<file path="src/hw/rtl/fqd_pkg.sv">
package fqd_pkg;

    // Operation codes carried in the kind field of a command.
    localparam logic [2:0] KIND_PUSH  = 3'd0;
    localparam logic [2:0] KIND_POP   = 3'd1;
    localparam logic [2:0] KIND_TAKE  = 3'd2;
    localparam logic [2:0] KIND_DROP  = 3'd3;
    localparam logic [2:0] KIND_CLEAR = 3'd4;

    // Key frame types; every other type may be dropped.
    localparam logic [1:0] TYPE_IDR = 2'd0;
    localparam logic [1:0] TYPE_I   = 2'd1;

    // Number of descriptor slots in the queue.
    localparam int QUEUE_DEPTH = 16;

    // Width of the reported occupancy field, wide enough for a full queue.
    localparam int OCC_W = $clog2(QUEUE_DEPTH + 1);

    typedef struct packed {
        logic [2:0]  kind;
        logic [31:0] frame_handle;
        logic [1:0]  pic_type;
    } cmd_t;

    typedef struct packed {
        logic             ok;
        logic [31:0]      out_handle;
        logic [1:0]       out_type;
        logic             released;
        logic [OCC_W-1:0] occupancy;
    } rsp_t;

    typedef struct packed {
        logic [31:0] handle;
        logic [1:0]  ftype;
    } entry_t;

endpackage

</file>
<file path="src/hw/rtl/frame_queue_drop_non_key_unit.sv">
// Frame descriptor queue with selective drop of non-key frames.
//
// Commands enter on the cmd channel (cmd_valid / cmd_stall / cmd) and each
// command produces exactly one response transaction on the rsp channel
// (rsp_valid / rsp_stall / rsp). A command is taken when cmd_valid is high
// and cmd_stall is low; cmd_stall is high while a command is in progress.
// The descriptors live in one single-port-write, single-port-read memory
// with a registered read, driven by a small sequencer.
//
// A push, clear or unused kind goes straight to S_OUT; a pop or take passes
// through S_TAKE first, where the head entry read from memory is registered.
// A drop reads one entry per cycle while it searches from the head (S_SCAN)
// and then moves one later entry per cycle to close the gap (S_SHIFT) before
// S_OUT. The response is loaded in S_OUT, and the next command is taken only
// once the sequencer is back in S_IDLE.
//
// The response sits in an output register. A new command is accepted while
// a response still waits; if the receiver stalls, the next response is held
// in the sequencer until the output register frees. Reset empties the queue
// (head and count to zero); the memory contents are not cleared.
module frame_queue_drop_non_key_unit (
    input  logic          clk,
    input  logic          rst_n,
    input  logic          cmd_valid,
    output logic          cmd_stall,
    input  fqd_pkg::cmd_t cmd,
    output logic          rsp_valid,
    input  logic          rsp_stall,
    output fqd_pkg::rsp_t rsp
);

    localparam int QUEUE_DEPTH = fqd_pkg::QUEUE_DEPTH;
    localparam int AW = (QUEUE_DEPTH > 1) ? $clog2(QUEUE_DEPTH) : 1;
    localparam int CW = fqd_pkg::OCC_W;

    typedef enum logic [2:0] {
        S_IDLE,
        S_TAKE,
        S_SCAN,
        S_SHIFT,
        S_OUT
    } state_t;

    state_t            state_reg;
    logic [AW-1:0]     head_reg;
    logic [CW-1:0]     count_reg;
    logic [CW-1:0]     idx_reg;
    logic              rel_reg;
    fqd_pkg::rsp_t     res_reg;
    fqd_pkg::rsp_t     res_next;
    fqd_pkg::rsp_t     rsp_reg;
    fqd_pkg::rsp_t     rsp_next;
    logic              rsp_valid_reg;
    logic              rsp_valid_next;

    fqd_pkg::entry_t   mem [QUEUE_DEPTH];
    fqd_pkg::entry_t   rd_data_reg;
    logic [AW-1:0]     rd_addr;
    logic              wr_en;
    logic [AW-1:0]     wr_addr;
    fqd_pkg::entry_t   wr_data;

    logic [CW-1:0]     idx_plus1;
    logic [CW-1:0]     idx_plus2;
    logic              full;
    logic              accept;
    logic              out_free;

    // Physical slot of the entry at a given distance from the head.
    function automatic logic [AW-1:0] slot_of(input logic [AW-1:0] head,
                                              input logic [CW-1:0] off);
        logic [CW:0] sum;
        begin
            sum = (CW+1)'(head) + (CW+1)'(off);
            if (sum >= (CW+1)'(QUEUE_DEPTH))
            begin
                sum = sum - (CW+1)'(QUEUE_DEPTH);
            end
            return sum[AW-1:0];
        end
    endfunction

    assign idx_plus1 = idx_reg + CW'(1);
    assign idx_plus2 = idx_reg + CW'(2);
    assign full      = (count_reg == CW'(QUEUE_DEPTH));
    assign accept    = (state_reg == S_IDLE) && cmd_valid;
    assign out_free  = !rsp_valid_reg || !rsp_stall;

    assign cmd_stall = (state_reg != S_IDLE);
    assign rsp_valid = rsp_valid_reg;
    assign rsp       = rsp_reg;

    // Memory port control. The read address runs one entry ahead of the
    // entry being examined so the search and the shift move one per cycle.
    always_comb
    begin
        rd_addr = head_reg;
        wr_en   = 1'b0;
        wr_addr = slot_of(head_reg, count_reg);
        wr_data.handle = cmd.frame_handle;
        wr_data.ftype  = cmd.pic_type;
        case (state_reg)
            S_IDLE:
            begin
                wr_en = accept && (cmd.kind == fqd_pkg::KIND_PUSH) && !full;
            end
            S_SCAN:
            begin
                rd_addr = slot_of(head_reg, idx_plus1);
            end
            S_SHIFT:
            begin
                rd_addr = slot_of(head_reg, idx_plus2);
                wr_en   = (idx_plus1 < count_reg);
                wr_addr = slot_of(head_reg, idx_reg);
                wr_data = rd_data_reg;
            end
            default:
            begin
                rd_addr = head_reg;
            end
        endcase
    end

    // Next values of the pending result, the output register and its valid.
    always_comb
    begin
        res_next = res_reg;
        rsp_next = res_reg;
        rsp_next.occupancy = fqd_pkg::OCC_W'(count_reg);
        rsp_valid_next = rsp_valid_reg && rsp_stall;
        case (state_reg)
            S_IDLE:
            begin
                res_next = '0;
                if ((cmd.kind == fqd_pkg::KIND_CLEAR) ||
                    ((cmd.kind == fqd_pkg::KIND_PUSH) && !full))
                begin
                    res_next.ok = 1'b1;
                end
            end
            S_TAKE:
            begin
                res_next.ok         = 1'b1;
                res_next.out_handle = rd_data_reg.handle;
                res_next.out_type   = rd_data_reg.ftype;
                res_next.released   = rel_reg;
            end
            S_SCAN:
            begin
                // The entry at distance idx from the head is in rd_data_reg.
                if (rd_data_reg.ftype != fqd_pkg::TYPE_IDR &&
                    rd_data_reg.ftype != fqd_pkg::TYPE_I)
                begin
                    res_next.ok         = 1'b1;
                    res_next.out_handle = rd_data_reg.handle;
                    res_next.out_type   = rd_data_reg.ftype;
                    res_next.released   = 1'b1;
                end
            end
            S_OUT:
            begin
                if (out_free)
                begin
                    rsp_valid_next = 1'b1;
                end
            end
            default:
            begin
            end
        endcase
    end

    always_ff @(posedge clk)
    begin
        if (wr_en)
        begin
            mem[wr_addr] <= wr_data;
        end
        rd_data_reg <= mem[rd_addr];
    end

    always_ff @(posedge clk or negedge rst_n)
    begin
        if (!rst_n)
        begin
            state_reg     <= S_IDLE;
            head_reg      <= '0;
            count_reg     <= '0;
            idx_reg       <= '0;
            rel_reg       <= 1'b0;
            res_reg       <= '0;
            rsp_reg       <= '0;
            rsp_valid_reg <= 1'b0;
        end
        else
        begin
            res_reg       <= res_next;
            rsp_valid_reg <= rsp_valid_next;

            case (state_reg)
                S_IDLE:
                begin
                    if (cmd_valid)
                    begin
                        idx_reg <= '0;
                        rel_reg <= (cmd.kind == fqd_pkg::KIND_POP);
                        case (cmd.kind)
                            fqd_pkg::KIND_PUSH:
                            begin
                                if (!full)
                                begin
                                    count_reg <= count_reg + CW'(1);
                                end
                                state_reg <= S_OUT;
                            end
                            fqd_pkg::KIND_POP, fqd_pkg::KIND_TAKE:
                            begin
                                state_reg <= (count_reg != '0) ? S_TAKE : S_OUT;
                            end
                            fqd_pkg::KIND_DROP:
                            begin
                                state_reg <= (count_reg != '0) ? S_SCAN : S_OUT;
                            end
                            fqd_pkg::KIND_CLEAR:
                            begin
                                head_reg  <= '0;
                                count_reg <= '0;
                                state_reg <= S_OUT;
                            end
                            default:
                            begin
                                state_reg <= S_OUT;
                            end
                        endcase
                    end
                end
                S_TAKE:
                begin
                    head_reg  <= slot_of(head_reg, CW'(1));
                    count_reg <= count_reg - CW'(1);
                    state_reg <= S_OUT;
                end
                S_SCAN:
                begin
                    if (rd_data_reg.ftype != fqd_pkg::TYPE_IDR &&
                        rd_data_reg.ftype != fqd_pkg::TYPE_I)
                    begin
                        state_reg <= S_SHIFT;
                    end
                    else if (idx_plus1 < count_reg)
                    begin
                        idx_reg <= idx_plus1;
                    end
                    else
                    begin
                        state_reg <= S_OUT;
                    end
                end
                S_SHIFT:
                begin
                    // Each cycle the next later entry moves into the gap.
                    if (idx_plus1 < count_reg)
                    begin
                        idx_reg <= idx_plus1;
                    end
                    else
                    begin
                        count_reg <= count_reg - CW'(1);
                        state_reg <= S_OUT;
                    end
                end
                S_OUT:
                begin
                    if (out_free)
                    begin
                        rsp_reg   <= rsp_next;
                        state_reg <= S_IDLE;
                    end
                end
                default:
                begin
                    state_reg <= S_IDLE;
                end
            endcase
        end
    end

endmodule
</file>
<file path="config.mk">
export PLATFORM = sky130hd
export DESIGN_NAME = frame_queue_drop_non_key_unit
export DESIGN_NICKNAME = d
export VERILOG_FILES = /design/src/hw/rtl/fqd_pkg.sv /design/src/hw/rtl/frame_queue_drop_non_key_unit.sv
export SDC_FILE = /design/constraint.sdc
export NUM_CORES = 1
export LEC_CHECK = 0
export BUFFER_PORTS_ARGS = -buffer_cell sky130_fd_sc_hd__clkbuf_2
export CORE_MARGIN = 3
export CORE_UTILIZATION = 38
export CTS_BUF_LIST = sky130_fd_sc_hd__clkbuf_4 sky130_fd_sc_hd__clkbuf_8
export CTS_CLUSTER_SIZE = 10
export DETAILED_ROUTE_END_ITERATION = 10
export MAX_ROUTING_LAYER = met4
export SETUP_SLACK_MARGIN = 0.15
export SLEW_MARGIN = 20
export SYNTH_ARGS = -nofsm -noshare
export SYNTH_HDL_FRONTEND = slang
export SYNTH_SLANG_ARGS = --single-unit
export TNS_END_PERCENT = 100
</file>
<file path="constraint.sdc">
create_clock -name clk -period 4.8 [get_ports clk]
set_input_delay 0.48 -clock clk [delete_from_list [all_inputs] [get_ports clk]]
set_output_delay 0.48 -clock clk [all_outputs]
set_load 0.03 [all_outputs]
</file>
Word level (Yosys, flattened, before mapping)
Memory sizes are Yosys's and may differ from the RTL's. A register that Yosys moved wholly into a read port is not among the register bits.
Cells that the tools add are included.
W data, S select, Z words.
{"block": "word_totals", "word_cells": 118, "out_inout_bits": 43, "ramBits": 544, "mem_count": 1, "romBits": 0, "ff_bits": 96, "input_bits": 41, "latchBits": 0}
{"memory": "mem", "depth": 16, "word_bits": 34, "rd": 1, "rd_ports_with_merged_regs": 1, "write_ports": 1, "line_no": "frame_queue_drop_non_key_unit.sv:56", "source": "fqd_pkg::entry_t mem [QUEUE_DEPTH];"}
{"block": "classes", "n_shift": 0, "div": 0, "n_mul": 0, "n_addsub": 14, "muxes": 36, "reduce_logical": 28, "bitwise_logic": 0, "n_eq_ne": 18, "order_cmp": 6}
{"cell": "$pmux W36 S3", "n": 1}
{"cell": "$mux W36", "n": 1}
{"cell": "$mux W34", "n": 1}
{"cell": "$mux W4", "n": 8}
{"cell": "$mux W5", "n": 6}
{"cell": "$pmux W5 S3", "n": 2}
{"cell": "$add A4 B5 Y6", "n": 4}
{"cell": "$ge A6 B5 Y1 const B", "n": 4}
{"cell": "$sub A4 B1 Y4 const B", "n": 5}
{"cell": "$mux W3", "n": 6}
{"cell": "$pmux W4 S2", "n": 2}
{"cell": "$pmux W3 S5", "n": 1}
{"cell": "$eq A3 B2 Y1 const B", "n": 4}
{"cell": "$reduce_bool A3 Y1", "n": 4}
{"cell": "$add A5 B1 Y5 const B", "n": 2}
{"cell": "$ne A2 B2 Y1 const B", "n": 5}
{"cell": "$pmux W5 S2", "n": 1}
{"cell": "$reduce_and A2 Y1", "n": 4}
{"cell": "$eq A3 B1 Y1 const B", "n": 2}
{"cell": "$eq A3 B3 Y1 const B", "n": 2}
{"cell": "$logic_and A1 B1 Y1", "n": 6}
{"cell": "$logic_not A3 Y1", "n": 2}
{"cell": "$pmux W3 S2", "n": 1}
{"cell": "$reduce_and A3 Y1", "n": 2}
{"cell": "17 further kinds", "n": 26}

Longest topological paths before layout
{"block": "logic_depth", "ltp_word": 7, "ltp_mapped": 16, "depth_no_buf": 11}

Worst setup path before layout
No wires, ideal clock.
{"block": "synth_path", "kind": "register to register", "startpoint": "reg state_reg[2]", "endpoint": "mem mem[5][0] (netlist bit), enable pin", "n_path_buf": 3, "slack_ns": 0.702, "stages_incl_launch_ff": 13, "required_time_ns": 4.375, "arrival_time_ns": 3.673, "setup_ns": 0.425, "period_less_slack_ns": 4.098, "path_cell_list": "dfrtp_1 > buf_4 > and3b_1 > buf_6 > clkbuf_1 > o21ai_0 > ha_1 > a21o_1 > a21oi_1 > xnor2_1 > xor2_1 > nand2_1 > nor2_1"}
{"block": "synth_between", "elab_chain_cells": 7, "word_cells_on_any_way": 9, "cone_classes": "1 x eq/ne; 4 x mux; 4 x reduce/logical"}
{"item": "from (decl)", "line_no": "frame_queue_drop_non_key_unit.sv:44", "source": "state_t state_reg;"}
{"item": "from (signal assigned)", "line_no": "frame_queue_drop_non_key_unit.sv:219", "source": "state_reg <= (count_reg != '0) ? S_TAKE : S_OUT;"}
{"item": "from (signal assigned)", "line_no": "frame_queue_drop_non_key_unit.sv:223", "source": "state_reg <= (count_reg != '0) ? S_SCAN : S_OUT;"}
{"item": "$logic_not A3 Y1", "line_no": "frame_queue_drop_non_key_unit.sv:86, frame_queue_drop_non_key_unit.sv:102"}
{"item": "$logic_and A1 B1 Y1", "line_no": "frame_queue_drop_non_key_unit.sv:86", "source": "assign accept = (state_reg == S_IDLE) && cmd_valid;"}
{"item": "$logic_and A1 B1 Y1 (2 in series)", "line_no": "frame_queue_drop_non_key_unit.sv:105", "source": "wr_en = accept && (cmd.kind == fqd_pkg::KIND_PUSH) && !full;"}
{"item": "$pmux W1 S2", "line_no": "frame_queue_drop_non_key_unit.sv:102", "source": "case (state_reg)"}
{"item": "$mux W1", "line_no": "frame_queue_drop_non_key_unit.sv:176", "source": "if (wr_en)"}
{"item": "$mux W1 (not written as such)", "line_no": "frame_queue_drop_non_key_unit.sv:178", "source": "mem[wr_addr] <= wr_data;"}
{"item": "to (decl)", "line_no": "frame_queue_drop_non_key_unit.sv:56"}
Parallel ways exist; a longest one is shown, timed or not.

Worst setup path in the final report
{"block": "layout_path", "startpoint": "reg idx_reg[0]", "endpoint": "mem mem[7][27] (netlist bit), enable pin"}
{"block": "layout_between", "elab_chain_cells": 5, "word_cells_on_any_way": 10, "cone_classes": "3 x add/sub; 2 x order compare; 5 x mux"}
{"item": "from (decl)", "line_no": "frame_queue_drop_non_key_unit.sv:47", "source": "logic [CW-1:0] idx_reg;"}
{"item": "from (signal assigned)", "line_no": "frame_queue_drop_non_key_unit.sv:253", "source": "idx_reg <= idx_plus1;"}
{"item": "from (signal assigned)", "line_no": "frame_queue_drop_non_key_unit.sv:265", "source": "idx_reg <= idx_plus1;"}
{"item": "$add A5 B1 Y5", "line_no": "frame_queue_drop_non_key_unit.sv:83", "source": "assign idx_plus1 = idx_reg + CW'(1);"}
{"item": "$lt A5 B5 Y1", "line_no": "frame_queue_drop_non_key_unit.sv:114", "source": "wr_en = (idx_plus1 < count_reg);"}
{"item": "$pmux W1 S2", "line_no": "frame_queue_drop_non_key_unit.sv:102"}
{"item": "$mux W1", "line_no": "frame_queue_drop_non_key_unit.sv:176"}
{"item": "$mux W1 (not written as such)", "line_no": "frame_queue_drop_non_key_unit.sv:178"}
Parallel ways exist; a longest one is shown, timed or not.

==> flow_metrics.tcl <==
set metrics [dict create \
    outcome "complete, no violations" \
    syn-num-nets 1715 \
    finClkSkew_ns 0.0425 \
    cts_setup_buffers 0 \
    reg2reg_to "mem[7][27]$_DFFE_PP_" \
    drv_cap 0 \
    slew_headroom_pct 28.5 \
    clkPwrFrac_pct 29.8 \
    post-route-min-period_ns 4.06 \
    syn_area_sq_mm 0.0274 \
    switching_share_pct 31.7 \
    yosysUniqueCellTypes 50 \
    ys.flop_type "edfxtp_1" \
    hold_viol 0 \
    grt-ovfl-total 0 \
    synth_edf_count 544 \
    drt_iter0_markers 966 \
    grt_pass1_wl_microns 94400 \
    final_area_sq_mm 0.0317 \
    min_to "state_reg[1]$_DFFE_PN0P_" \
    numCtsBuffers 109 \
    area_growth_pct 15.8 \
    layout_commonest_cell "edfxtp_1" \
    period_share_pct 84.7 \
    setup_tns_ns 0 \
    hpwl_microns 34800 \
    io_pins 84 \
    num_vias 14500 \
    start_util_pct 38.7 \
    cts_sinks 674 \
    clock_latency_ns 0.71 \
    path_clk_slew_ns 0.06 \
    finalSetupViolCount 0 \
    viasPerCell 5.07 \
    die_y_microns 274 \
    grtUsageMet1_pct 23.3 \
    ant_nets 0 \
    met2_usage_pct 26.7 \
    grtUsageMet3_pct 2.98 \
    min_delay_path_depth 3 \
    antennaDiodeCount 0 \
    holdBufCountCts 4 \
    grt_pass1_vias 15000 \
    grt.busiest_layer "met2" \
    ir_drop_mv 0.413 \
    path_class "flop to flop" \
    cts_tree "yes" \
    wl_per_cell_microns 21.9 \
    pre_cts_slack_ns 0.816 \
    syn_area_per_cell_sq_um 16.5 \
    grt_max_degree 57 \
    fillers 6227 \
    leakagePower_nw 13.1 \
    syn_inst 1656 \
    synth_warnings 0 \
    hold_start "cmd[35]" \
    firstDrtPassIters 5 \
    gp_congestion 0.790 \
    powerDensity_mw_per_mm2 540 \
    drc 0 \
    setup_ws_ns 0.735 \
    io_buffer_count 83 \
    post_cts_resize_count 0 \
    cts.path.max_buffers 3 \
    async_flop_share_pct 14.2 \
    worstPathRequired_ns 5.17 \
    fin_nets 1879 \
    rsz0062_at_grt "false" \
    core_sq_mm 0.0708 \
    wirelength_microns 62500 \
    crit_path_max_fanout 28 \
    fmax_mhz 246 \
    htreeDepth 3 \
    power_frac_seq_pct 42.1 \
    ys_ff_latch 674 \
    fin_util_pct 44.8 \
    rows 97 \
    root_buffer "clkbuf_8" \
    grt_usage_pct 17.2 \
    worst_pin_slew_ns 1.07 \
    rrSetupSlack_ns 0.74 \
    min_path_type "input pin to flop" \
    die_area_sq_mm 0.0753 \
    rr_startpoint "idx_reg[0]$_DFFE_PN0P_" \
    critPathLaunchType "flop" \
    intPower_mw 11.7 \
    critPathCaptureType "flop" \
    fp.dieW_microns 274 \
    p_sw_mw 5.44 \
    combinationalPowerShare_pct 28.1 \
    placed_area_sq_mm 0.0294 \
    arrival_ns 4.44 \
    largest_reg_flops 544 \
    final_cell_mix "edfxtp_1 (544), mux2i_1 (515), nand2_1 (135)" \
    antenna_found_initial 0 \
    seq_area_frac_synth_pct 70.9 \
    drive_above_1_share_pct 20.1 \
    ff2ff_path_depth 10 \
    maxSlewViolCount 0 \
]
## final cells by class
class / count / area, sq um / area share, %
Clock buffer: 170 / 2050 / 6.47
Multi-Input combinational cell: 882 / 7650 / 24.1
Timing Repair Buffer: 136 / 1130 / 3.55
Sequential cell: 674 / 19400 / 61.2
Inverter: 17 / 63.8 / 0.201
Tap cell: 940 / 1180 / 3.71
Clock inverter: 33 / 248 / 0.781
## worst max-delay path by stage
stage	from	to	slack, ns	depth (start not counted)
finish	idx_reg[0]$_DFFE_PN0P_	mem[7][27]$_DFFE_PP_	0.74	10
global route	state_reg[1]$_DFFE_PN0P_	rd_data_reg[0]$_DFF_P_	0.58	12
CTS	state_reg[1]$_DFFE_PN0P_	rd_data_reg[0]$_DFF_P_	0.79	10
detailed placement	idx_reg[0]$_DFFE_PN0P_	mem[7][27]$_DFFE_PP_	0.82	10
global placement	idx_reg[2]$_DFFE_PN0P_	mem[7][27]$_DFFE_PP_	0.88	11
floorplan	state_reg[2]$_DFFE_PN0P_	mem[5][0]$_DFFE_PP_	0.70	12
## power groups by stage
stage / logic [mW] / clock network [mW] / registers [mW]
global route: 5.20 / 5.49 / 7.26
detailed placement: 4.85 / 0 / 7.31
CTS: 4.88 / 5.24 / 7.20
floorplan: 3.31 / 0 / 7.44
finish: 4.82 / 5.10 / 7.20
global placement: 4.78 / 0 / 7.31
## routing by layer
metal  wire (microns)  up-vias
li1                 -     6661
met1            29400     7391
met2            29400      291
met3             2270      112
met4             1380        0
met5                0        -
## worst max-delay path, stage by stage, from the launching register on
cell and delay [ns]:
dfrtp_1 0.53, ha_1 0.32, nand3_1 0.12, xnor2_1 0.22
ha_1 0.29, a21oi_1 0.23, nand2_1 0.14, o21ai_0 0.60
nand3b_1 0.49, nor2_4 0.50, buf_12 0.30
## Yosys cell counts (3+ instances only)
library cell	number	share of area (%)
buf_1	12	0.16
a21oi_1	13	0.24
nor2_1	35	0.48
clkbuf_1	24	0.33
nand3_1	10	0.18
buf_4	12	0.33
dfxtp_1	34	2.5
xor2_1	4	0.13
a21o_1	6	0.16
buf_2	30	0.55
dfrtp_1	96	8.8
ha_1	16	0.73
nand4_1	3	0.069
buf_8	3	0.16
inv_1	16	0.22
nand3b_1	3	0.082
mux2_2	36	1.5
xnor2_1	7	0.22
o21ai_0	22	0.40
nor2b_1	4	0.091
a31oi_1	7	0.16
nand2_1	135	1.8
mux2i_1	515	19
nor3_1	4	0.073
edfxtp_1	544	60
a22o_1	35	1.1
## cells by family (layout without fill, tap and decap cells)
family          count (synthesis)  in the layout  share of synthesized area [%]
fa+ha+maj                      18             18                          0.877
mux                           551            551                           20.3
simple gates                  201            201                           3.01
buf+inv                       100            356                           1.83
flops                         674            674                           70.9
compound gates                 99             99                           2.57
xor+xnor                       13             13                          0.534
## per-stage QoR
| step | power, mW | hold slack (ns) | std cells |
|---|---|---|---|
| 2_1_floorplan | 10.8 | 0.184 | 1656 |
| 3_3_place_gp | 12.1 | 0.461 | 2645 |
| 3_5_place_dp | 12.2 | 0.464 | 2645 |
| 4_1_cts | 17.3 | 0.0954 | 2852 |
| 5_1_grt | 18.0 | 0.167 | 2852 |
| 6_report | 17.1 | 0.161 | 2852 |
Note: power is estimated with default switching activity, not from simulation.
